`config.mk`:
```
export PLATFORM = sky130hd
export DESIGN_NAME = jesc_csr
export DESIGN_NICKNAME = d
export VERILOG_FILES = /design/src/rtl/core/jesc_pkg.sv /design/src/rtl/core/jesc_csr.sv
export SDC_FILE = /design/constraint.sdc
export NUM_CORES = 1
export LEC_CHECK = 0
export BUFFER_PORTS_ARGS = -buffer_cell sky130_fd_sc_hd__clkbuf_2
export CAP_MARGIN = 30
export CORE_ASPECT_RATIO = 0.9
export CORE_UTILIZATION = 51
export CTS_CLUSTER_DIAMETER = 200
export DETAILED_ROUTE_END_ITERATION = 12
export GPL_ROUTABILITY_DRIVEN = 0
export PLACE_DENSITY = 0.86
export SYNTH_ARGS = -nofsm -noshare
export SYNTH_HDL_FRONTEND = slang
export SYNTH_SLANG_ARGS = --single-unit
```
`constraint.sdc`:
```
create_clock -name clock -period 1.85 [get_ports clock]
set_clock_uncertainty 0.1 [all_clocks]
set_input_delay 0.37 -clock clock [delete_from_list [all_inputs] [get_ports clock]]
set_output_delay 0.37 -clock clock [all_outputs]
set_load 0.01 [all_outputs]
```
`src/rtl/core/jesc_pkg.sv`:
```
// Shared types, constants and register codes for the Julia escape-time pixel block.
package jesc_pkg;

   // Q4.28 coordinates and full-width products
   localparam int COORD_W    = 32;
   localparam int FRAC_W     = 28;
   localparam int PROD_W     = 2 * COORD_W;
   localparam logic [PROD_W-1:0] ESCAPE_RADIUS_SQ = PROD_W'(2 * 2) << (2 * FRAC_W);

   // Stream fields
   localparam int PIXEL_W    = 10;
   localparam int COUNT_W    = 16;
   localparam int HUE_BASE_W = 9;
   localparam int HUE_W      = 10;
   localparam int REQ_DATA_W = ((2 * PIXEL_W + 7) / 8) * 8;
   localparam int RSP_DATA_W = ((COUNT_W + HUE_W + 7) / 8) * 8;

   // Hue scaling: count * 360 / limit
   localparam int HUE_CIRCLE = 360;
   localparam int QUOT_W     = $clog2(HUE_CIRCLE + 1);
   localparam int HUE_MUL_W  = COUNT_W + QUOT_W;

   localparam int DEFAULT_IMAGE_WIDTH  = 1024;
   localparam int DEFAULT_IMAGE_HEIGHT = 1024;

   // Register port
   localparam int CSR_INDEX_W = 3;
   localparam int CSR_DATA_W  = 32;

   typedef enum logic [CSR_INDEX_W-1:0] {
      REG_VIEW_LEFT   = 3'd0,
      REG_VIEW_RIGHT  = 3'd1,
      REG_VIEW_TOP    = 3'd2,
      REG_VIEW_BOTTOM = 3'd3,
      REG_CONST_REAL  = 3'd4,
      REG_CONST_IMAG  = 3'd5,
      REG_ITER_LIMIT  = 3'd6,
      REG_HUE_BASE    = 3'd7
   } csr_reg_type;

   typedef struct packed {
      logic signed [COORD_W-1:0] view_left;
      logic signed [COORD_W-1:0] view_right;
      logic signed [COORD_W-1:0] view_top;
      logic signed [COORD_W-1:0] view_bottom;
      logic signed [COORD_W-1:0] const_real;
      logic signed [COORD_W-1:0] const_imag;
      logic [COUNT_W-1:0]        iteration_limit;
      logic [HUE_BASE_W-1:0]     hue_base;
   } cfg_type;

   localparam cfg_type CFG_RESET = '{
      view_left:       -32'sd402653184,
      view_right:      32'sd402653184,
      view_top:        -32'sd268435456,
      view_bottom:     32'sd268435456,
      const_real:      -32'sd214748365,
      const_imag:      32'sd41875931,
      iteration_limit: 16'd255,
      hue_base:        9'd0
   };

   // Controller to datapath
   typedef struct packed {
      logic capture;     // multiply spans by pixel indexes, clear count
      logic map_add;     // shift, offset and saturate start point
      logic square;      // register re*re, im*im, re*im
      logic step;        // write z^2 + c, advance count
      logic div_start;   // launch hue divide
      logic out_load;    // load result register
   } dp_cmd_type;

   // Datapath to controller
   typedef struct packed {
      logic limit_reached;
      logic limit_zero;
      logic escaped;
      logic div_done;
   } dp_sts_type;

endpackage

```
`src/rtl/core/jesc_csr.sv`:
```
// Configuration register file: viewport, Julia constant, iteration limit and hue base.
module jesc_csr (
   input  logic                             clock,
   input  logic                             reset,
   input  logic                             csr_valid,
   output logic                             csr_ready,
   input  logic [jesc_pkg::CSR_INDEX_W-1:0] csr_index,
   input  logic [jesc_pkg::CSR_DATA_W-1:0]  csr_data,
   output jesc_pkg::cfg_type                cfg
);
   import jesc_pkg::*;

   cfg_type cfg_ff, cfg_in;

   always_comb begin
      cfg_in = cfg_ff;
      if (csr_valid) begin
         unique case (csr_reg_type'(csr_index))
            REG_VIEW_LEFT:   cfg_in.view_left       = $signed(csr_data[COORD_W-1:0]);
            REG_VIEW_RIGHT:  cfg_in.view_right      = $signed(csr_data[COORD_W-1:0]);
            REG_VIEW_TOP:    cfg_in.view_top        = $signed(csr_data[COORD_W-1:0]);
            REG_VIEW_BOTTOM: cfg_in.view_bottom     = $signed(csr_data[COORD_W-1:0]);
            REG_CONST_REAL:  cfg_in.const_real      = $signed(csr_data[COORD_W-1:0]);
            REG_CONST_IMAG:  cfg_in.const_imag      = $signed(csr_data[COORD_W-1:0]);
            REG_ITER_LIMIT:  cfg_in.iteration_limit = csr_data[COUNT_W-1:0];
            REG_HUE_BASE:    cfg_in.hue_base        = csr_data[HUE_BASE_W-1:0];
            default:         cfg_in = cfg_ff;
         endcase
      end
   end

   always_ff @(posedge clock) begin
      if (reset) begin
         cfg_ff <= CFG_RESET;
      end else begin
         cfg_ff <= cfg_in;
      end
   end

   assign csr_ready = 1'b1;
   assign cfg       = cfg_ff;

endmodule

```
==> impl_metrics.py <==
metrics = {
    "clock_network": {
        "number_of_hold_buffers_added_after_cts": 0,
        "insertion_delay_ps": 490,
        "clock_tree_from_tritoncts": "built",
        "clkSlewWorstSetupHoldPaths_ps": 60,
        "cts_made_buffers": 22,
        "cts.root.buffer_cell": "sky130_fd_sc_hd__clkbuf_16",
        "cts.path.max_buffers": 3,
        "postCtsSetupRepairBufs": 0,
        "htree_num_levels": 1,
        "cts_repair_resize_count": 0,
        "clock_sinks": 217,
    },
    "yosys": {
        "async_reset_ff_share_pct": 0,
        "mappedNetlistNets": 824,
        "synth.yosys.seq_area_share_pct": 51.4,
        "post_synth_num_cell_types": 16,
        "ys.warnings.count": 0,
        "syn_area_um2": 8450,
        "synthFlopType": "sky130_fd_sc_hd__dfxtp_1",
        "ys_seq_elements": 217,
        "number_of_synthesized_flops_with_an_enable_pin": 0,
        "postSynthAreaPerCell_um2": 10.8,
        "syn_inst": 786,
    },
    "power": {
        "total_power_w": 0.0102,
        "power_density_nw_per_um2": 936,
        "power.leakage_nw": 5.50,
        "ir_drop_v": 0.000738,
    },
    "sta": {
        "final_hold_viol_count": 0,
        "unrepaired_setup_endpoints_after_global_routing": "no",
        "fin_setup_tns_ps": 0,
        "finalSetupViolations": 0,
        "final_min_period_over_clock_period_pct": 80.0,
        "worst_hold_slack_ps": 77.8,
        "max_freq_mhz": 676,
        "finalCriticalPeriod_ps": 1480,
        "final_max_slew_viol_count": 0,
    },
    "critical_path": {
        "crit_type": "reg -> out",
        "cpMaxStageDelayCell": "sky130_fd_sc_hd__dfxtp_1",
        "cell_by_cell_trace_of_the_critical_path": "clkbuf_2",
        "critical_path.startpoint_type": "flop",
        "worst_r2r_path_depth": 2,
        "rr_startpoint": "cfg[164]",
        "timing.critical_path.buf_inv": 1,
        "timing.critical_path.max_delay_family": "flip-flops",
        "rrSetupSlack_ps": 1090,
        "worst_ep_required_time_ps": 1380,
        "cp-end-kind": "output port",
        "cp.arrival_ps": 1010,
        "slowest_delay_ps": 370,
        "end_of_the_worst_register_to_register_path": "cfg[164]",
        "worst-path-max-fanout": 2,
    },
    "layout": {
        "largest_register_ffs": 217,
        "finalNetCount": 1070,
        "most-common-layout-cells": "sky130_fd_sc_hd__clkbuf_2, sky130_fd_sc_hd__mux2i_1, sky130_fd_sc_hd__dfxtp_1, sky130_fd_sc_hd__nand2b_1, sky130_fd_sc_hd__nor2_1",
        "n_antenna_cell": 0,
        "final_core_util_pct": 67.0,
        "fin_cells": 1255,
        "flow.area_growth_from_synthesis_pct": 28.3,
        "drive_above_1_share_pct": 30.9,
        "mostFrequentLayoutCell": "sky130_fd_sc_hd__clkbuf_2",
    },
    "run_status": {
        "result_of_the_run": "finished clean",
    },
    "min_path": {
        "worst_hold_startpoint": "csr_data[16]",
        "worstHoldPathType": "in -> reg",
        "min_to": "cfg[73]",
        "hold-path-cell-count": 3,
    },
    "detailed_routing": {
        "vias": 6343,
        "initialDrtViolationCount": 281,
        "via_per_inst": 5.05,
        "detail-route-antenna-nets": 0,
        "routed_wire_length_per_instance_um": 17.6,
        "post-route-drc-count": 0,
        "detail_route.first_pass.iterations": 4,
        "routed_wirelength_um": 22100,
    },
    "place": {
        "dp_cells": 1215,
        "numPortBuffers": 254,
        "dp.final_hpwl_um": 15700,
    },
    "floorplanning": {
        "dieWidth_um": 138,
        "die-height_um": 124,
        "io_pins": 256,
        "die_area_um2": 17100,
        "floorplan.rows": 44,
        "fp.coreArea_um2": 16200,
        "starting_utilization_of_the_core_area_pct": 52.2,
    },
    "grt": {
        "grt_max_degree": 63,
        "grt.overflow.total": 0,
        "grt_pass1_wl_um": 32900,
        "grt_antenna_before_repair": 0,
        "number_of_global_route_vias_before_repair": 6010,
        "track_usage_pct": 25.1,
    },
    "job": {
        "max-cap-violations": 0,
    },
}
kinds of logic after synthesis:
family | Yosys count | synth area share, %
other | 1 | 0.0444
buffers and inverters | 61 | 3.46
muxes | 217 | 25.7
DFF | 217 | 51.4
and+or+nand+nor | 290 | 19.4
worst max path at each step:
stage,from,endpoint,slack [ps],depth (start not counted)
after global placement,csr_valid,cfg[200],180,4
final,cfg[101],cfg[101],370,1
after global routing,cfg[172],cfg[172],330,1
after detailed placement,csr_valid,cfg[210],140,4
after CTS,cfg[198],cfg[198],350,1
after floorplan,csr_index[2],cfg[208],230,5
worst min-delay path: stages:
cell,delay [ps]
sky130_fd_sc_hd__clkbuf_2,100
sky130_fd_sc_hd__nor2_1,50
sky130_fd_sc_hd__mux2i_1,110
synthesized netlist by cell type, drive strengths merged, types with 2 or more instances:
cell | number | area share (%)
nand2b | 193 | 14
mux2i | 217 | 26
buf | 34 | 2.3
nand4b | 3 | 0.31
nor2 | 85 | 3.8
nor4bb | 2 | 0.24
dfxtp | 217 | 51
clkbuf | 27 | 1.2
nand4bb | 3 | 0.40
metal layers:
layer	vias to the layer above	part of all wire [%]	GRT usage (%)
li1	3091	-	-
met2	178	45	39.5
met5	-	0	0
met1	3037	47	34.8
met4	0	2.4	6.73
met3	37	5.5	5.21
stage by stage:
| step | instance area [um^2] | setup WS, ps |
|---|---|---|
| CTS | 10800 | 351 |
| finish | 10800 | 371 |
| detailed placement | 10100 | 141 |
| floorplan | 8450 | 229 |
| global route | 10800 | 329 |
| global placement | 10100 | 183 |
final cells by class:
| cell class | count | area (um^2) |
|---|---|---|
| clock buffer | 32 | 659 |
| tap | 207 | 259 |
| timing repair buffer | 283 | 1610 |
| sequential | 217 | 4340 |
| fill | 1258 | 5340 |
| multi-input combinational | 508 | 3870 |
| clock inverter | 8 | 98.8 |
power by group:
part | switching [W] | internal (W)
sequential | 0.0000563 | 0.00478
combinational | 0.000420 | 0.000329
clock | 0.00181 | 0.00276
Note: power is estimated with default switching activity, not from simulation.
