`src/rtl/core/jesc_pkg.sv`:
```
// Shared types, constants and register codes for the Julia escape-time pixel block.
package jesc_pkg;

   // Q4.28 coordinates and full-width products
   localparam int COORD_W    = 32;
   localparam int FRAC_W     = 28;
   localparam int PROD_W     = 2 * COORD_W;
   localparam logic [PROD_W-1:0] ESCAPE_RADIUS_SQ = PROD_W'(2 * 2) << (2 * FRAC_W);

   // Stream fields
   localparam int PIXEL_W    = 10;
   localparam int COUNT_W    = 16;
   localparam int HUE_BASE_W = 9;
   localparam int HUE_W      = 10;
   localparam int REQ_DATA_W = ((2 * PIXEL_W + 7) / 8) * 8;
   localparam int RSP_DATA_W = ((COUNT_W + HUE_W + 7) / 8) * 8;

   // Hue scaling: count * 360 / limit
   localparam int HUE_CIRCLE = 360;
   localparam int QUOT_W     = $clog2(HUE_CIRCLE + 1);
   localparam int HUE_MUL_W  = COUNT_W + QUOT_W;

   localparam int DEFAULT_IMAGE_WIDTH  = 1024;
   localparam int DEFAULT_IMAGE_HEIGHT = 1024;

   // Register port
   localparam int CSR_INDEX_W = 3;
   localparam int CSR_DATA_W  = 32;

   typedef enum logic [CSR_INDEX_W-1:0] {
      REG_VIEW_LEFT   = 3'd0,
      REG_VIEW_RIGHT  = 3'd1,
      REG_VIEW_TOP    = 3'd2,
      REG_VIEW_BOTTOM = 3'd3,
      REG_CONST_REAL  = 3'd4,
      REG_CONST_IMAG  = 3'd5,
      REG_ITER_LIMIT  = 3'd6,
      REG_HUE_BASE    = 3'd7
   } csr_reg_type;

   typedef struct packed {
      logic signed [COORD_W-1:0] view_left;
      logic signed [COORD_W-1:0] view_right;
      logic signed [COORD_W-1:0] view_top;
      logic signed [COORD_W-1:0] view_bottom;
      logic signed [COORD_W-1:0] const_real;
      logic signed [COORD_W-1:0] const_imag;
      logic [COUNT_W-1:0]        iteration_limit;
      logic [HUE_BASE_W-1:0]     hue_base;
   } cfg_type;

   localparam cfg_type CFG_RESET = '{
      view_left:       -32'sd402653184,
      view_right:      32'sd402653184,
      view_top:        -32'sd268435456,
      view_bottom:     32'sd268435456,
      const_real:      -32'sd214748365,
      const_imag:      32'sd41875931,
      iteration_limit: 16'd255,
      hue_base:        9'd0
   };

   // Controller to datapath
   typedef struct packed {
      logic capture;     // multiply spans by pixel indexes, clear count
      logic map_add;     // shift, offset and saturate start point
      logic square;      // register re*re, im*im, re*im
      logic step;        // write z^2 + c, advance count
      logic div_start;   // launch hue divide
      logic out_load;    // load result register
   } dp_cmd_type;

   // Datapath to controller
   typedef struct packed {
      logic limit_reached;
      logic limit_zero;
      logic escaped;
      logic div_done;
   } dp_sts_type;

endpackage

```
`src/rtl/core/jesc_ctrl.sv`:
```
// Controller: sequences map, iterate, hue divide and result hand-off for one pixel.
module jesc_ctrl (
   input  logic                 clock,
   input  logic                 reset,
   input  logic                 req_tvalid,
   output logic                 req_tready,
   output logic                 rsp_tvalid,
   input  logic                 rsp_tready,
   output jesc_pkg::dp_cmd_type cmd,
   input  jesc_pkg::dp_sts_type sts
);
   import jesc_pkg::*;

   typedef enum logic [2:0] {
      ST_IDLE,
      ST_MAP,
      ST_SQUARE,
      ST_UPDATE,
      ST_HUE,
      ST_DIVIDE,
      ST_DONE
   } state_type;

   state_type state_ff, state_in;
   logic      rsp_valid_ff, rsp_valid_in;

   always_comb begin
      state_in     = state_ff;
      rsp_valid_in = rsp_valid_ff;
      cmd          = '0;
      if (rsp_valid_ff && rsp_tready) begin
         rsp_valid_in = 1'b0;
      end
      unique case (state_ff)
         ST_IDLE: begin
            if (req_tvalid) begin
               cmd.capture = 1'b1;
               state_in    = ST_MAP;
            end
         end
         ST_MAP: begin
            cmd.map_add = 1'b1;
            state_in    = ST_SQUARE;
         end
         ST_SQUARE: begin
            if (sts.limit_reached) begin
               state_in = ST_HUE;
            end else begin
               cmd.square = 1'b1;
               state_in   = ST_UPDATE;
            end
         end
         ST_UPDATE: begin
            if (sts.escaped) begin
               state_in = ST_HUE;
            end else begin
               cmd.step = 1'b1;
               state_in = ST_SQUARE;
            end
         end
         ST_HUE: begin
            // zero limit: skip the divide, hue is the base alone
            if (sts.limit_zero) begin
               state_in = ST_DONE;
            end else begin
               cmd.div_start = 1'b1;
               state_in      = ST_DIVIDE;
            end
         end
         ST_DIVIDE: begin
            if (sts.div_done) begin
               state_in = ST_DONE;
            end
         end
         ST_DONE: begin
            if (!rsp_valid_ff || rsp_tready) begin
               cmd.out_load = 1'b1;
               rsp_valid_in = 1'b1;
               state_in     = ST_IDLE;
            end
         end
         default: state_in = ST_IDLE;
      endcase
   end

   always_ff @(posedge clock) begin
      if (reset) begin
         state_ff     <= ST_IDLE;
         rsp_valid_ff <= 1'b0;
      end else begin
         state_ff     <= state_in;
         rsp_valid_ff <= rsp_valid_in;
      end
   end

   assign req_tready = state_ff == ST_IDLE;
   assign rsp_tvalid = rsp_valid_ff;

   assert property (@(posedge clock) disable iff (reset)
      req_tvalid && req_tready |=> !req_tready)
      else $error("second transaction taken while a pixel is in flight");

   assert property (@(posedge clock) disable iff (reset)
      cmd.div_start |-> !sts.limit_zero)
      else $error("hue divide launched with zero divisor");

   assert property (@(posedge clock) disable iff (reset)
      cmd.step |-> !sts.escaped && !sts.limit_reached)
      else $error("iteration advanced past escape or limit");

endmodule

```
`config.mk`:
```
export PLATFORM = sky130hd
export DESIGN_NAME = jesc_ctrl
export DESIGN_NICKNAME = d
export VERILOG_FILES = /design/src/rtl/core/jesc_pkg.sv /design/src/rtl/core/jesc_ctrl.sv
export SDC_FILE = /design/constraint.sdc
export NUM_CORES = 1
export LEC_CHECK = 0
export BUFFER_PORTS_ARGS = -buffer_cell sky130_fd_sc_hd__buf_2
export CAP_MARGIN = 0
export CORE_AREA = 2 2 39 41
export CTS_CLUSTER_DIAMETER = 200
export CTS_CLUSTER_SIZE = 8
export DETAILED_ROUTE_END_ITERATION = 10
export DIE_AREA = 0 0 41 43
export PLACE_DENSITY = 0.48
export SETUP_SLACK_MARGIN = 0.3
export SYNTH_ARGS = -nofsm -noshare
export SYNTH_HDL_FRONTEND = slang
export SYNTH_SLANG_ARGS = --single-unit
export TNS_END_PERCENT = 10
```
`constraint.sdc`:
```
create_clock -name clock -period 1.3 [get_ports clock]
set_input_delay 0.13 -clock clock [delete_from_list [all_inputs] [get_ports clock]]
set_output_delay 0.13 -clock clock [all_outputs]
set_load 0.01 [all_outputs]
```
==> qor.log <==
INFO  route          route.detailed.drc=0
INFO  setup_path     timing.setup.critical_path_class=flop to output port
INFO  synth          ys_ff_latch=4
INFO  final_layout   layout-drive-gt1-share=59.3%
INFO  synth          post_synthesis_instance_area=324squm
INFO  grt            grt.met2_usage=16.3%
INFO  final_layout   syn2layout_area_growth=62.2%
INFO  grt            grt_busiest_layer=met2
INFO  floorplanning  die_height=43um
INFO  route          drtPass1Iterations=3
INFO  setup_path     crit_path_end_kind=output port
INFO  synth          synth-async-reset-ratio=0%
INFO  clocking       clock-sinks=4
INFO  sta            period_minus_slack=1.26ns
INFO  power_and_ir_drop p_per_area=1130nW/um^2
INFO  synth          synthCells=37
INFO  synth          synth.yosys.seq_area_share=24.7%
INFO  synth          synth_enable_flop_cells=0
INFO  synth          synth.net_count=45
INFO  min_path       min-delay-path-class=input pin to flop
INFO  power_and_ir_drop total_switching_power=0.203mW
INFO  synth          synth_area_per_cell=8.76squm
INFO  route          detail_routed_net_length_per_standard_cell=11.1um
INFO  flow_run       max_cap_violations=0
INFO  synth          yosysTopAreaCell=sky130_fd_sc_hd__dfxtp_1
INFO  grt            overflow_left_after_global_routing=0
INFO  power_and_ir_drop clock_power_share=26.0%
INFO  power_and_ir_drop p_int=0.392mW
INFO  setup_path     worstSetupStartpointType=flop
INFO  floorplanning  die-width=41um
INFO  synth          synth_area_leaders=sky130_fd_sc_hd__dfxtp_1, sky130_fd_sc_hd__buf_6, sky130_fd_sc_hd__nor3b_1
INFO  final_layout   antennaDiodeCount=0
INFO  floorplanning  initial_utilization=23.4%
INFO  sta            fmax=791MHz
INFO  power_and_ir_drop fin_total_pwr=0.596mW
INFO  final_layout   fill_cells=155
INFO  sta            worst-slew-pin-transition=0.236ns
INFO  sta            final-setup-viol-count=0
INFO  floorplanning  ios=16
INFO  sta            finClkSkew=0.000869ns
INFO  clocking       clock_edge_transition_at_the_registers_on_the_reported_setup_and_hold_paths=0.04ns
INFO  final_layout   design.final.nets=69
INFO  setup_path     cp_max_fo=7
INFO  setup_path     worstPathArrival=1.13ns
INFO  power_and_ir_drop peakVddDrop=0.399mV
INFO  grt            overall_fraction_of_global_route_tracks_in_use=10.6%
INFO  synth          synth-warning-count=0
INFO  outcome        status=complete, no violations
INFO  min_path       hold-path-cell-count=2
INFO  route          drtAntennaViolNets=0
INFO  sta            maxSlewHeadroom=84.2%
INFO  setup_path     cp_data_required_time=1.17ns
INFO  clocking       number_of_buffers_created_by_cts=3
INFO  setup_path     worst_setup_path_startpoint=state_ff[0]$_SDFFE_PP0P_
INFO  route          post_drt_via_cell_ratio=4.77
INFO  place          place.detailed.instances=69
INFO  floorplanning  rows=14
INFO  grt            use_met1=13.5%
INFO  sta            setup_repair_after_global_routing_missed_its_margin=yes
INFO  clocking       buffer_cell_driving_the_clock_tree_root=sky130_fd_sc_hd__clkbuf_4
INFO  setup_path     timing.rr.end=state_ff[1]$_SDFFE_PP0P_
INFO  grt            antenna_found_initial=0
INFO  setup_path     worst-r2r-setup-slack=0.12ns
INFO  place          port_buffers=15
INFO  clocking       postCtsHoldBufs=0
INFO  sta            setup_total_negative_slack=0ns
INFO  route          via_count=358
INFO  route          detailedRoute.firstIterationViolations=6
INFO  route          wirelength=835um
INFO  floorplanning  die_outline_area=1760squm
INFO  clocking       cts_tree=done
INFO  grt            groute.layer.met3.usage=4.71%
INFO  power_and_ir_drop cellLeakagePower=0.224nW
INFO  synth          synth_top_cell_area_share=24.7%
INFO  grt            maximum_number_of_pins_on_one_net_before_global_route_repair=8
INFO  power_and_ir_drop seq_power_share=29.8%
INFO  clocking       max_root_sink_buffers=2
INFO  clocking       clk-insertion-delay-late=0.23ns
INFO  sta            fin_hold_ws=0.126ns
INFO  final_layout   stdcell_count=75
INFO  sta            report.final.slew_viol_count=0
INFO  grt            grt_pass1_vias=329
INFO  clocking       ctsHtreeMaxLevel=1
INFO  grt            grt_pass1_wl=1.31mm
INFO  setup_path     worst_r2r_path_depth=3
INFO  synth          distinct_cells_synth=22
INFO  place          gpl.final_weighted_congestion=0.695
INFO  setup_path     crit-reg2reg-launch=state_ff[2]$_SDFFE_PP0P_
INFO  setup_path     worst_setup_path_endpoint=cmd[1]
INFO  floorplanning  core-area=1380squm
INFO  synth          netlist_top_cells_count=sky130_fd_sc_hd__a21oi_1, sky130_fd_sc_hd__dfxtp_1, sky130_fd_sc_hd__buf_6, sky130_fd_sc_hd__nor3b_1
INFO  power_and_ir_drop power.share.combinational=44.2%
INFO  sta            hold_viol_final=0
INFO  sta            finalCritPeriodShare=97.3%
INFO  power_and_ir_drop power.share.switching=34.1%
INFO  synth          synth_ff_type=sky130_fd_sc_hd__dfxtp_1
==> power by group through the flow <==
stage,registers (mW),clock network [mW],logic [mW]
2_1_floorplan,0.157,0,0.161
3_3_place_gp,0.175,0,0.203
3_5_place_dp,0.175,0,0.200
4_1_cts,0.175,0.163,0.244
5_1_grt,0.181,0.173,0.288
6_report,0.177,0.155,0.264
==> critical path, stage by stage (launching register included) <==
cell                      delay (ns)
sky130_fd_sc_hd__dfxtp_4        0.36
sky130_fd_sc_hd__buf_6          0.14
sky130_fd_sc_hd__nor4b_4        0.24
sky130_fd_sc_hd__buf_2          0.16
==> cells by family (layout without fill, tap and decap cells) <==
kind of cell	Yosys count	count (layout)	share of synthesized area [%]
muxes	1	1	3.09
and+or+nand+nor	18	18	41.7
buffers and inverters	5	27	12.7
DFF	4	4	24.7
AOI/OAI and AO/OA	9	9	17.8
==> final cells by class <==
class                      instances  area, sq um  area share (%)
multi-input combinational         28          244            46.4
inverter                           2         7.51            1.43
clock buffer                       3         22.5            4.29
tap                               16         20.0            3.81
sequential                         4         91.3            17.4
timing repair buffer              22          140            26.7
==> placed cells by master (no fill, tap or decap), drive strengths merged, types with 2 or more instances in the layout <==
cell / count
inv: 2
a21oi: 4
o32ai: 2
nor4b: 3
clkbuf: 3
dfxtp: 4
nor3b: 3
nor2: 2
buf: 22
nand3b: 2
==> repair_timing <==
item	4_1_cts	5_1_grt
resized for setup	11	4
pin swaps	4	2
cloned	0	0
setup buffers	3	0
endpoints found under the setup margin	10	10
==> per-layer routing <==
metal,up-vias,routed length (um)
met4,0,0
met2,13,417
met3,0,39
li1,185,-
met5,-,0
met1,160,378
==> stage by stage <==
step | util (%) | instance area (sq um) | worst slack (ns)
final | 38.0 | 526 | 0.0356
after global routing | 38.0 | 526 | -0.0327
after CTS | 36.6 | 507 | 0.0359
after detailed placement | 30.5 | 422 | 0.0979
after global placement | 30.5 | 422 | 0.109
after floorplan | - | 330 | 0.182
==> flip-flops by register name, indices dropped and copies added, names as in the netlist <==
signal and cells:
rsp_tvalid 1, state_ff 3
==> how the worst min path moves through the flow <==
stage | startpoint | to
after detailed placement | reset | state_ff[2]$_SDFFE_PP0P_
after global routing | reset | state_ff[2]$_SDFFE_PP0P_
after global placement | reset | rsp_tvalid$_SDFF_PP0_
final | reset | state_ff[2]$_SDFFE_PP0P_
after floorplan | reset | state_ff[2]$_SDFFE_PP0P_
after CTS | reset | state_ff[2]$_SDFFE_PP0P_
Power figures use the tool's default switching activity.
